### src/rtl/mm4_pkg.sv
package mm4_pkg;

    localparam int DIM       = 4;
    localparam int IDX_W     = 2;
    localparam int CELLS     = DIM * DIM;
    localparam int CELL_W    = 2 * IDX_W;
    localparam int VAL_W     = 32;
    localparam int FRAC_BITS = 16;
    localparam int PROD_W    = 2 * VAL_W;
    localparam int ACC_W     = PROD_W + $clog2(DIM);
    localparam int STEP_W    = $clog2(DIM + 2);

    localparam int S_TDATA_W = ((2 * IDX_W + 2 * VAL_W + 7) / 8) * 8;
    localparam int M_TDATA_W = ((2 * IDX_W + VAL_W + 7) / 8) * 8;

    typedef struct packed {
        logic acc_load;   // first product of an element: load accumulator
        logic acc_add;    // further products: add into accumulator
    } mac_ctrl_t;

endpackage

### src/rtl/mm4_mac.sv
module mm4_mac (
    input  logic                                aclk,
    input  mm4_pkg::mac_ctrl_t                  ctrl,
    input  logic signed [mm4_pkg::VAL_W-1:0]    op_a,
    input  logic signed [mm4_pkg::VAL_W-1:0]    op_b,
    output logic        [mm4_pkg::VAL_W-1:0]    result,
    output logic                                sat
);

    logic signed [mm4_pkg::PROD_W-1:0] prod_reg;
    logic signed [mm4_pkg::ACC_W-1:0]  acc_reg;
    logic signed [mm4_pkg::ACC_W-1:0]  acc_next;
    logic        [mm4_pkg::ACC_W-mm4_pkg::FRAC_BITS-mm4_pkg::VAL_W:0] top_bits;

    always_ff @(posedge aclk) begin
        prod_reg <= op_a * op_b;
        acc_reg  <= acc_next;
    end

    always_comb begin
        acc_next = acc_reg;
        if (ctrl.acc_load) begin
            acc_next = mm4_pkg::ACC_W'(prod_reg);
        end else if (ctrl.acc_add) begin
            acc_next = acc_reg + mm4_pkg::ACC_W'(prod_reg);
        end
    end

    // The shifted sum fits when every bit above its new sign bit repeats that sign.
    assign top_bits = acc_reg[mm4_pkg::ACC_W-1:mm4_pkg::FRAC_BITS+mm4_pkg::VAL_W-1];
    assign sat      = !((&top_bits) || (~|top_bits));

    always_comb begin
        if (!sat) begin
            result = acc_reg[mm4_pkg::FRAC_BITS+mm4_pkg::VAL_W-1:mm4_pkg::FRAC_BITS];
        end else if (acc_reg[mm4_pkg::ACC_W-1]) begin
            result = {1'b1, {(mm4_pkg::VAL_W-1){1'b0}}};
        end else begin
            result = {1'b0, {(mm4_pkg::VAL_W-1){1'b1}}};
        end
    end

endmodule

### src/rtl/matrix_multiply_4x4_unit.sv
// Load request (no last mark): stored, and the input stays ready for another request.
// Last-marked request: the 16 elements are computed one at a time, each as 4
// multiplies through the one shared 32x32 multiplier into the product register
// and accumulator, then held in the output register until the sink takes it.
// Input is not ready while a product is being computed or sent.
// Synchronous active-low reset clears both stores to zero and idles the sequencer.
module matrix_multiply_4x4_unit (
    input  logic                            aclk,
    input  logic                            aresetn,
    input  logic                            s_tvalid,
    output logic                            s_tready,
    // row, column, left_value, right_value (from bit 0), zero padded
    input  logic [mm4_pkg::S_TDATA_W-1:0]   s_tdata,
    input  logic                            s_tlast,
    output logic                            m_tvalid,
    input  logic                            m_tready,
    // out_row, out_column, product_value (from bit 0), zero padded
    output logic [mm4_pkg::M_TDATA_W-1:0]   m_tdata,
    // saturated
    output logic                            m_tuser,
    output logic                            m_tlast
);

    typedef enum logic [2:0] {
        ST_IDLE = 3'b001,
        ST_CALC = 3'b010,
        ST_SEND = 3'b100
    } state_t;

    localparam int IW = mm4_pkg::IDX_W;
    localparam int VW = mm4_pkg::VAL_W;
    localparam logic [mm4_pkg::STEP_W-1:0] STEP_LAST = mm4_pkg::STEP_W'(mm4_pkg::DIM + 1);
    localparam logic [mm4_pkg::STEP_W-1:0] STEP_ADD_END = mm4_pkg::STEP_W'(mm4_pkg::DIM);
    localparam logic [IW-1:0] IDX_MAX = IW'(mm4_pkg::DIM - 1);

    state_t                     state_reg, state_next;
    logic [mm4_pkg::STEP_W-1:0] step_reg, step_next;
    logic [IW-1:0]              row_reg, row_next;
    logic [IW-1:0]              col_reg, col_next;

    logic [VW-1:0] left_store_reg  [mm4_pkg::CELLS];
    logic [VW-1:0] right_store_reg [mm4_pkg::CELLS];

    logic                       m_valid_reg;
    logic [mm4_pkg::M_TDATA_W-1:0] m_data_reg;
    logic                       m_sat_reg;
    logic                       m_last_reg;

    logic [IW-1:0]              in_row, in_col;
    logic [VW-1:0]              in_left, in_right;
    logic                       in_take;
    logic                       in_range;
    logic [IW-1:0]              k_idx;
    logic [mm4_pkg::CELL_W-1:0] left_addr, right_addr;
    logic [VW-1:0]              mac_result;
    logic                       mac_sat;
    logic                       elem_last;
    mm4_pkg::mac_ctrl_t         mac_ctrl;

    assign in_row   = s_tdata[IW-1:0];
    assign in_col   = s_tdata[2*IW-1:IW];
    assign in_left  = s_tdata[2*IW+VW-1:2*IW];
    assign in_right = s_tdata[2*IW+2*VW-1:2*IW+VW];

    assign s_tready = (state_reg == ST_IDLE);
    assign in_take  = s_tvalid && s_tready;
    assign in_range = ({1'b0, in_row} < (IW+1)'(mm4_pkg::DIM))
                   && ({1'b0, in_col} < (IW+1)'(mm4_pkg::DIM));

    // Operand k follows the step count while multiplies are issued.
    assign k_idx      = step_reg[IW-1:0];
    assign left_addr  = {row_reg, k_idx};
    assign right_addr = {k_idx, col_reg};

    assign mac_ctrl.acc_load = (state_reg == ST_CALC) && (step_reg == mm4_pkg::STEP_W'(1));
    assign mac_ctrl.acc_add  = (state_reg == ST_CALC) && (step_reg > mm4_pkg::STEP_W'(1))
                            && (step_reg <= STEP_ADD_END);

    assign elem_last = (row_reg == IDX_MAX) && (col_reg == IDX_MAX);

    mm4_mac u_mac (
        .aclk   (aclk),
        .ctrl   (mac_ctrl),
        .op_a   (left_store_reg[left_addr]),
        .op_b   (right_store_reg[right_addr]),
        .result (mac_result),
        .sat    (mac_sat)
    );

    always_comb begin
        state_next = state_reg;
        step_next  = step_reg;
        row_next   = row_reg;
        col_next   = col_reg;
        case (state_reg)
            ST_IDLE: begin
                if (in_take && s_tlast) begin
                    state_next = ST_CALC;
                    step_next  = '0;
                    row_next   = '0;
                    col_next   = '0;
                end
            end
            ST_CALC: begin
                if (step_reg == STEP_LAST) begin
                    state_next = ST_SEND;
                end else begin
                    step_next = step_reg + mm4_pkg::STEP_W'(1);
                end
            end
            ST_SEND: begin
                if (m_tready) begin
                    step_next = '0;
                    if (elem_last) begin
                        state_next = ST_IDLE;
                    end else begin
                        state_next = ST_CALC;
                        if (col_reg == IDX_MAX) begin
                            col_next = '0;
                            row_next = row_reg + IW'(1);
                        end else begin
                            col_next = col_reg + IW'(1);
                        end
                    end
                end
            end
            default: begin
                state_next = ST_IDLE;
            end
        endcase
    end

    always_ff @(posedge aclk) begin
        if (!aresetn) begin
            state_reg   <= ST_IDLE;
            step_reg    <= '0;
            row_reg     <= '0;
            col_reg     <= '0;
            m_valid_reg <= 1'b0;
            for (int i = 0; i < mm4_pkg::CELLS; i++) begin
                left_store_reg[i]  <= '0;
                right_store_reg[i] <= '0;
            end
        end else begin
            state_reg <= state_next;
            step_reg  <= step_next;
            row_reg   <= row_next;
            col_reg   <= col_next;
            if (in_take && in_range) begin
                left_store_reg[{in_row, in_col}]  <= in_left;
                right_store_reg[{in_row, in_col}] <= in_right;
            end
            // Present the finished element; drop it once the sink takes it.
            if ((state_reg == ST_CALC) && (step_reg == STEP_LAST)) begin
                m_valid_reg <= 1'b1;
            end else if (m_tready) begin
                m_valid_reg <= 1'b0;
            end
        end
    end

    always_ff @(posedge aclk) begin
        if ((state_reg == ST_CALC) && (step_reg == STEP_LAST)) begin
            m_data_reg <= mm4_pkg::M_TDATA_W'({mac_result, col_reg, row_reg});
            m_sat_reg  <= mac_sat;
            m_last_reg <= elem_last;
        end
    end

    assign m_tvalid = m_valid_reg;
    assign m_tdata  = m_data_reg;
    assign m_tuser  = m_sat_reg;
    assign m_tlast  = m_last_reg;

endmodule

### config.mk
export PLATFORM = sky130hd
export DESIGN_NAME = matrix_multiply_4x4_unit
export DESIGN_NICKNAME = d
export VERILOG_FILES = /design/src/rtl/mm4_pkg.sv /design/src/rtl/mm4_mac.sv /design/src/rtl/matrix_multiply_4x4_unit.sv
export SDC_FILE = /design/constraint.sdc
export NUM_CORES = 2
export LEC_CHECK = 0
export ABC_AREA = 1
export BUFFER_PORTS_ARGS = -buffer_cell sky130_fd_sc_hd__buf_2
export CAP_MARGIN = 20
export CORE_ASPECT_RATIO = 0.6
export CORE_MARGIN = 4
export CORE_UTILIZATION = 40
export DETAILED_ROUTE_END_ITERATION = 6
export PLACE_DENSITY = 0.67
export SLEW_MARGIN = 20
export SYNTH_ARGS = -nofsm -noshare
export SYNTH_HDL_FRONTEND = slang
export SYNTH_SLANG_ARGS = --single-unit
### constraint.sdc
create_clock -name aclk -period 13 [get_ports aclk]
set_clock_uncertainty 0.15 [all_clocks]
set_input_delay 2.6 -clock aclk [delete_from_list [all_inputs] [get_ports aclk]]
set_output_delay 2.6 -clock aclk [all_outputs]
set_load 0.02 [all_outputs]
==> results.cfg <==
[yosys]
synth.top_cells.by_count = inv_1 (1960), nand2_1 (1804), nor2_1 (1797)
synth.distinct_cells = 45
synth-edff-count = 1128
synth-main-ff-cell = edfxtp_1
syn_inst = 10333
yosysTopAreaCell = edfxtp_1
ys_ff_latch = 1203
synth_area_leaders = edfxtp_1 (36%), fa_1 (23%), inv_1 (7.8%)
syn_avg_cell_area_um2 = 9.13
post-synth-top-count-cell = inv_1
syn-cell-area_mm2 = 0.0943
async_reset_ff_share_pct = 0
yosysSeqAreaShare_pct = 37.5
synth_warnings = 0
synth_top_area_share_pct = 35.9

[timing]
drv_slew = 0
tightest_slew_ns = 1.12
fmax_mhz = 87.9
rsz0062_at_grt = false
setup_violations = 0
fin_crit_sh_pct = 87.5
final_hold_viol_count = 0
fin_tns_setup_ns = 0
slew_headroom_pct = 25.3
min_period_ns = 11.37

[placed_design]
dp_hpwl_um = 204000
routabilityCongestion = 0.997
port_buffers = 112

[global_route]
antenna_found_initial = 4
grt_overflow = 0
grt.total_usage_pct = 24.1
grt_max_degree = 147
grt_pass1_vias = 72326
grt_pass1_wl_um = 449000

[worst_setup_path]
required_ns = 13.48
worstSetupEndpointType = flop
arrival_ns = 11.85
rr_worst_depth = 28
path_max_fanout = 74
cp-start-kind = flop
cp_slowest_stage_delay_ns = 0.97
cpMaxStageDelayCell = fa_1
critical_path_class = flop to flop
cpMostUsedCell = fa_1

[cts]
cts.sinks = 1203
clk_pin_slew_ns = 0.07
cts_buffers = 114
worst_skew_pair.late_latency_ns = 0.78
h-tree-depth = 3
cts_setup_buffers = 0
cts_buffer_depth = 3
clk_root_buffer_cell = clkbuf_16
cts_hold_buf = 0
cts_tree = yes
post_cts_resize_count = 0

[layout]
finish.net_count = 11541
fill_cells = 22317
synthToLayoutAreaGrowth_pct = 7.50
layout-drive-gt1-share_pct = 5.18

[hold_path]
hold_class = flop to flop
holdPathStages = 2

[routing]
ant_nets = 0
wl_per_cell_um = 22.1
routed_wirelength_um = 296000
drt-pass1-iter-count = 6
drt_iter0_markers = 9682
vias_per_cell = 5.43
via_count = 72539
drc = 0

[status]
status = finished, final reports clean

[floorplanning]
ios = 121
fp.dieH_um = 384
initial_core_util_pct = 40.4
die_x_um = 635
core.rowCount = 137
dieArea_mm2 = 0.244
core_mm2 = 0.233

[flow_run]
maxCapViolCount = 0
[worst paths after layout]
kind	startpoint	to	slack [ns]
max	col_reg[0]$_SDFFE_PN0P_	u_mac.prod_reg[58]$_DFF_P_	1.63
min	m_tvalid$_SDFFE_PN0P_	m_tvalid$_SDFFE_PN0P_	0.32
max reg2reg	col_reg[0]$_SDFFE_PN0P_	u_mac.prod_reg[58]$_DFF_P_	1.63
min reg2reg	m_tvalid$_SDFFE_PN0P_	m_tvalid$_SDFFE_PN0P_	0.32
[cell usage in the layout, fill, tap and decap left out, types with 21 or more instances in the layout]
| cell type | netlist | final |
|---|---|---|
| xnor2_1 | 37 | 37 |
| buf_4 | 84 | 150 |
| nand4_1 | 30 | 30 |
| clkinv_1 | 1 | 21 |
| o221ai_1 | 188 | 188 |
| mux2i_1 | 89 | 89 |
| inv_1 | 1960 | 1957 |
| o211ai_1 | 71 | 71 |
| o21bai_1 | 26 | 26 |
| nor2_1 | 1797 | 1797 |
| xor2_1 | 48 | 48 |
| o21ai_0 | 546 | 546 |
| dfxtp_1 | 75 | 69 |
| nand2_4 | 0 | 30 |
| buf_2 | 254 | 112 |
| nand3_1 | 206 | 206 |
| a21oi_1 | 193 | 193 |
| ha_1 | 254 | 254 |
| edfxtp_1 | 1128 | 1128 |
| clkbuf_16 | 0 | 116 |
| nand2_1 | 1804 | 1768 |
| nor3_1 | 22 | 22 |
| fa_1 | 1083 | 1083 |
| nand3b_1 | 23 | 23 |
| o32ai_1 | 39 | 39 |
| o22ai_1 | 29 | 29 |
| inv_2 | 22 | 21 |
[metrics by stage]
| step | setup slack, ns | cells | util (%) | hold WS [ns] | area (um2) |
|---|---|---|---|---|---|
| floorplan | 4.97 | 10336 | - | 0.282 | 94300 |
| global placement | 2.12 | 13138 | 41.7 | 0.306 | 97400 |
| detailed placement | 2.01 | 13138 | 41.7 | 0.317 | 97400 |
| CTS | 1.94 | 13356 | 43.4 | 0.330 | 101000 |
| global route | 1.25 | 13356 | 43.4 | 0.367 | 101000 |
| finish | 1.63 | 13358 | 43.4 | 0.322 | 101000 |
[cell families (layout without fill, tap and decap cells)]
logic type	after synthesis	count (layout)	synth area share, %
fa+ha+maj	1337	1337	26.4
other cells	1	6	0.00398
simple gates	3911	3911	16.1
buf+inv	2577	2470	11.0
compound gates	1130	1130	7.28
flops	1203	1203	37.5
xor+xnor	85	85	0.789
mux	89	89	0.944
[routing by layer]
metal	share of wire, %	global-route usage (%)
met5	0.027	0
met4	2.1	5.21
met3	14	6.67
met2	40	33.9
met1	43	36.8
[worst max-delay path, delay by kind of cell (launching register included)]
| family | cells | cell delay (ns) |
|---|---|---|
| buf+inv | 8 | 1.94 |
| xor+xnor | 1 | 0.22 |
| compound gates | 6 | 1.64 |
| simple gates | 4 | 1.48 |
| fa+ha+maj | 9 | 5.11 |
| flops | 1 | 0.53 |
[area by class of cell]
type	count	area (um2)	area share [%]
multi-input combinational	6556	48900	48.2
inverter	1983	7460	7.35
clock inverter	76	877	0.865
timing repair buffer	269	1830	1.80
antenna	2	5.00	0.00494
tap	3127	3910	3.86
clock buffer	142	3080	3.04
sequential	1203	35400	34.9
Power is not shown: default switching activity piles up to over one toggle a cycle in this logic, so the estimate is an artifact.
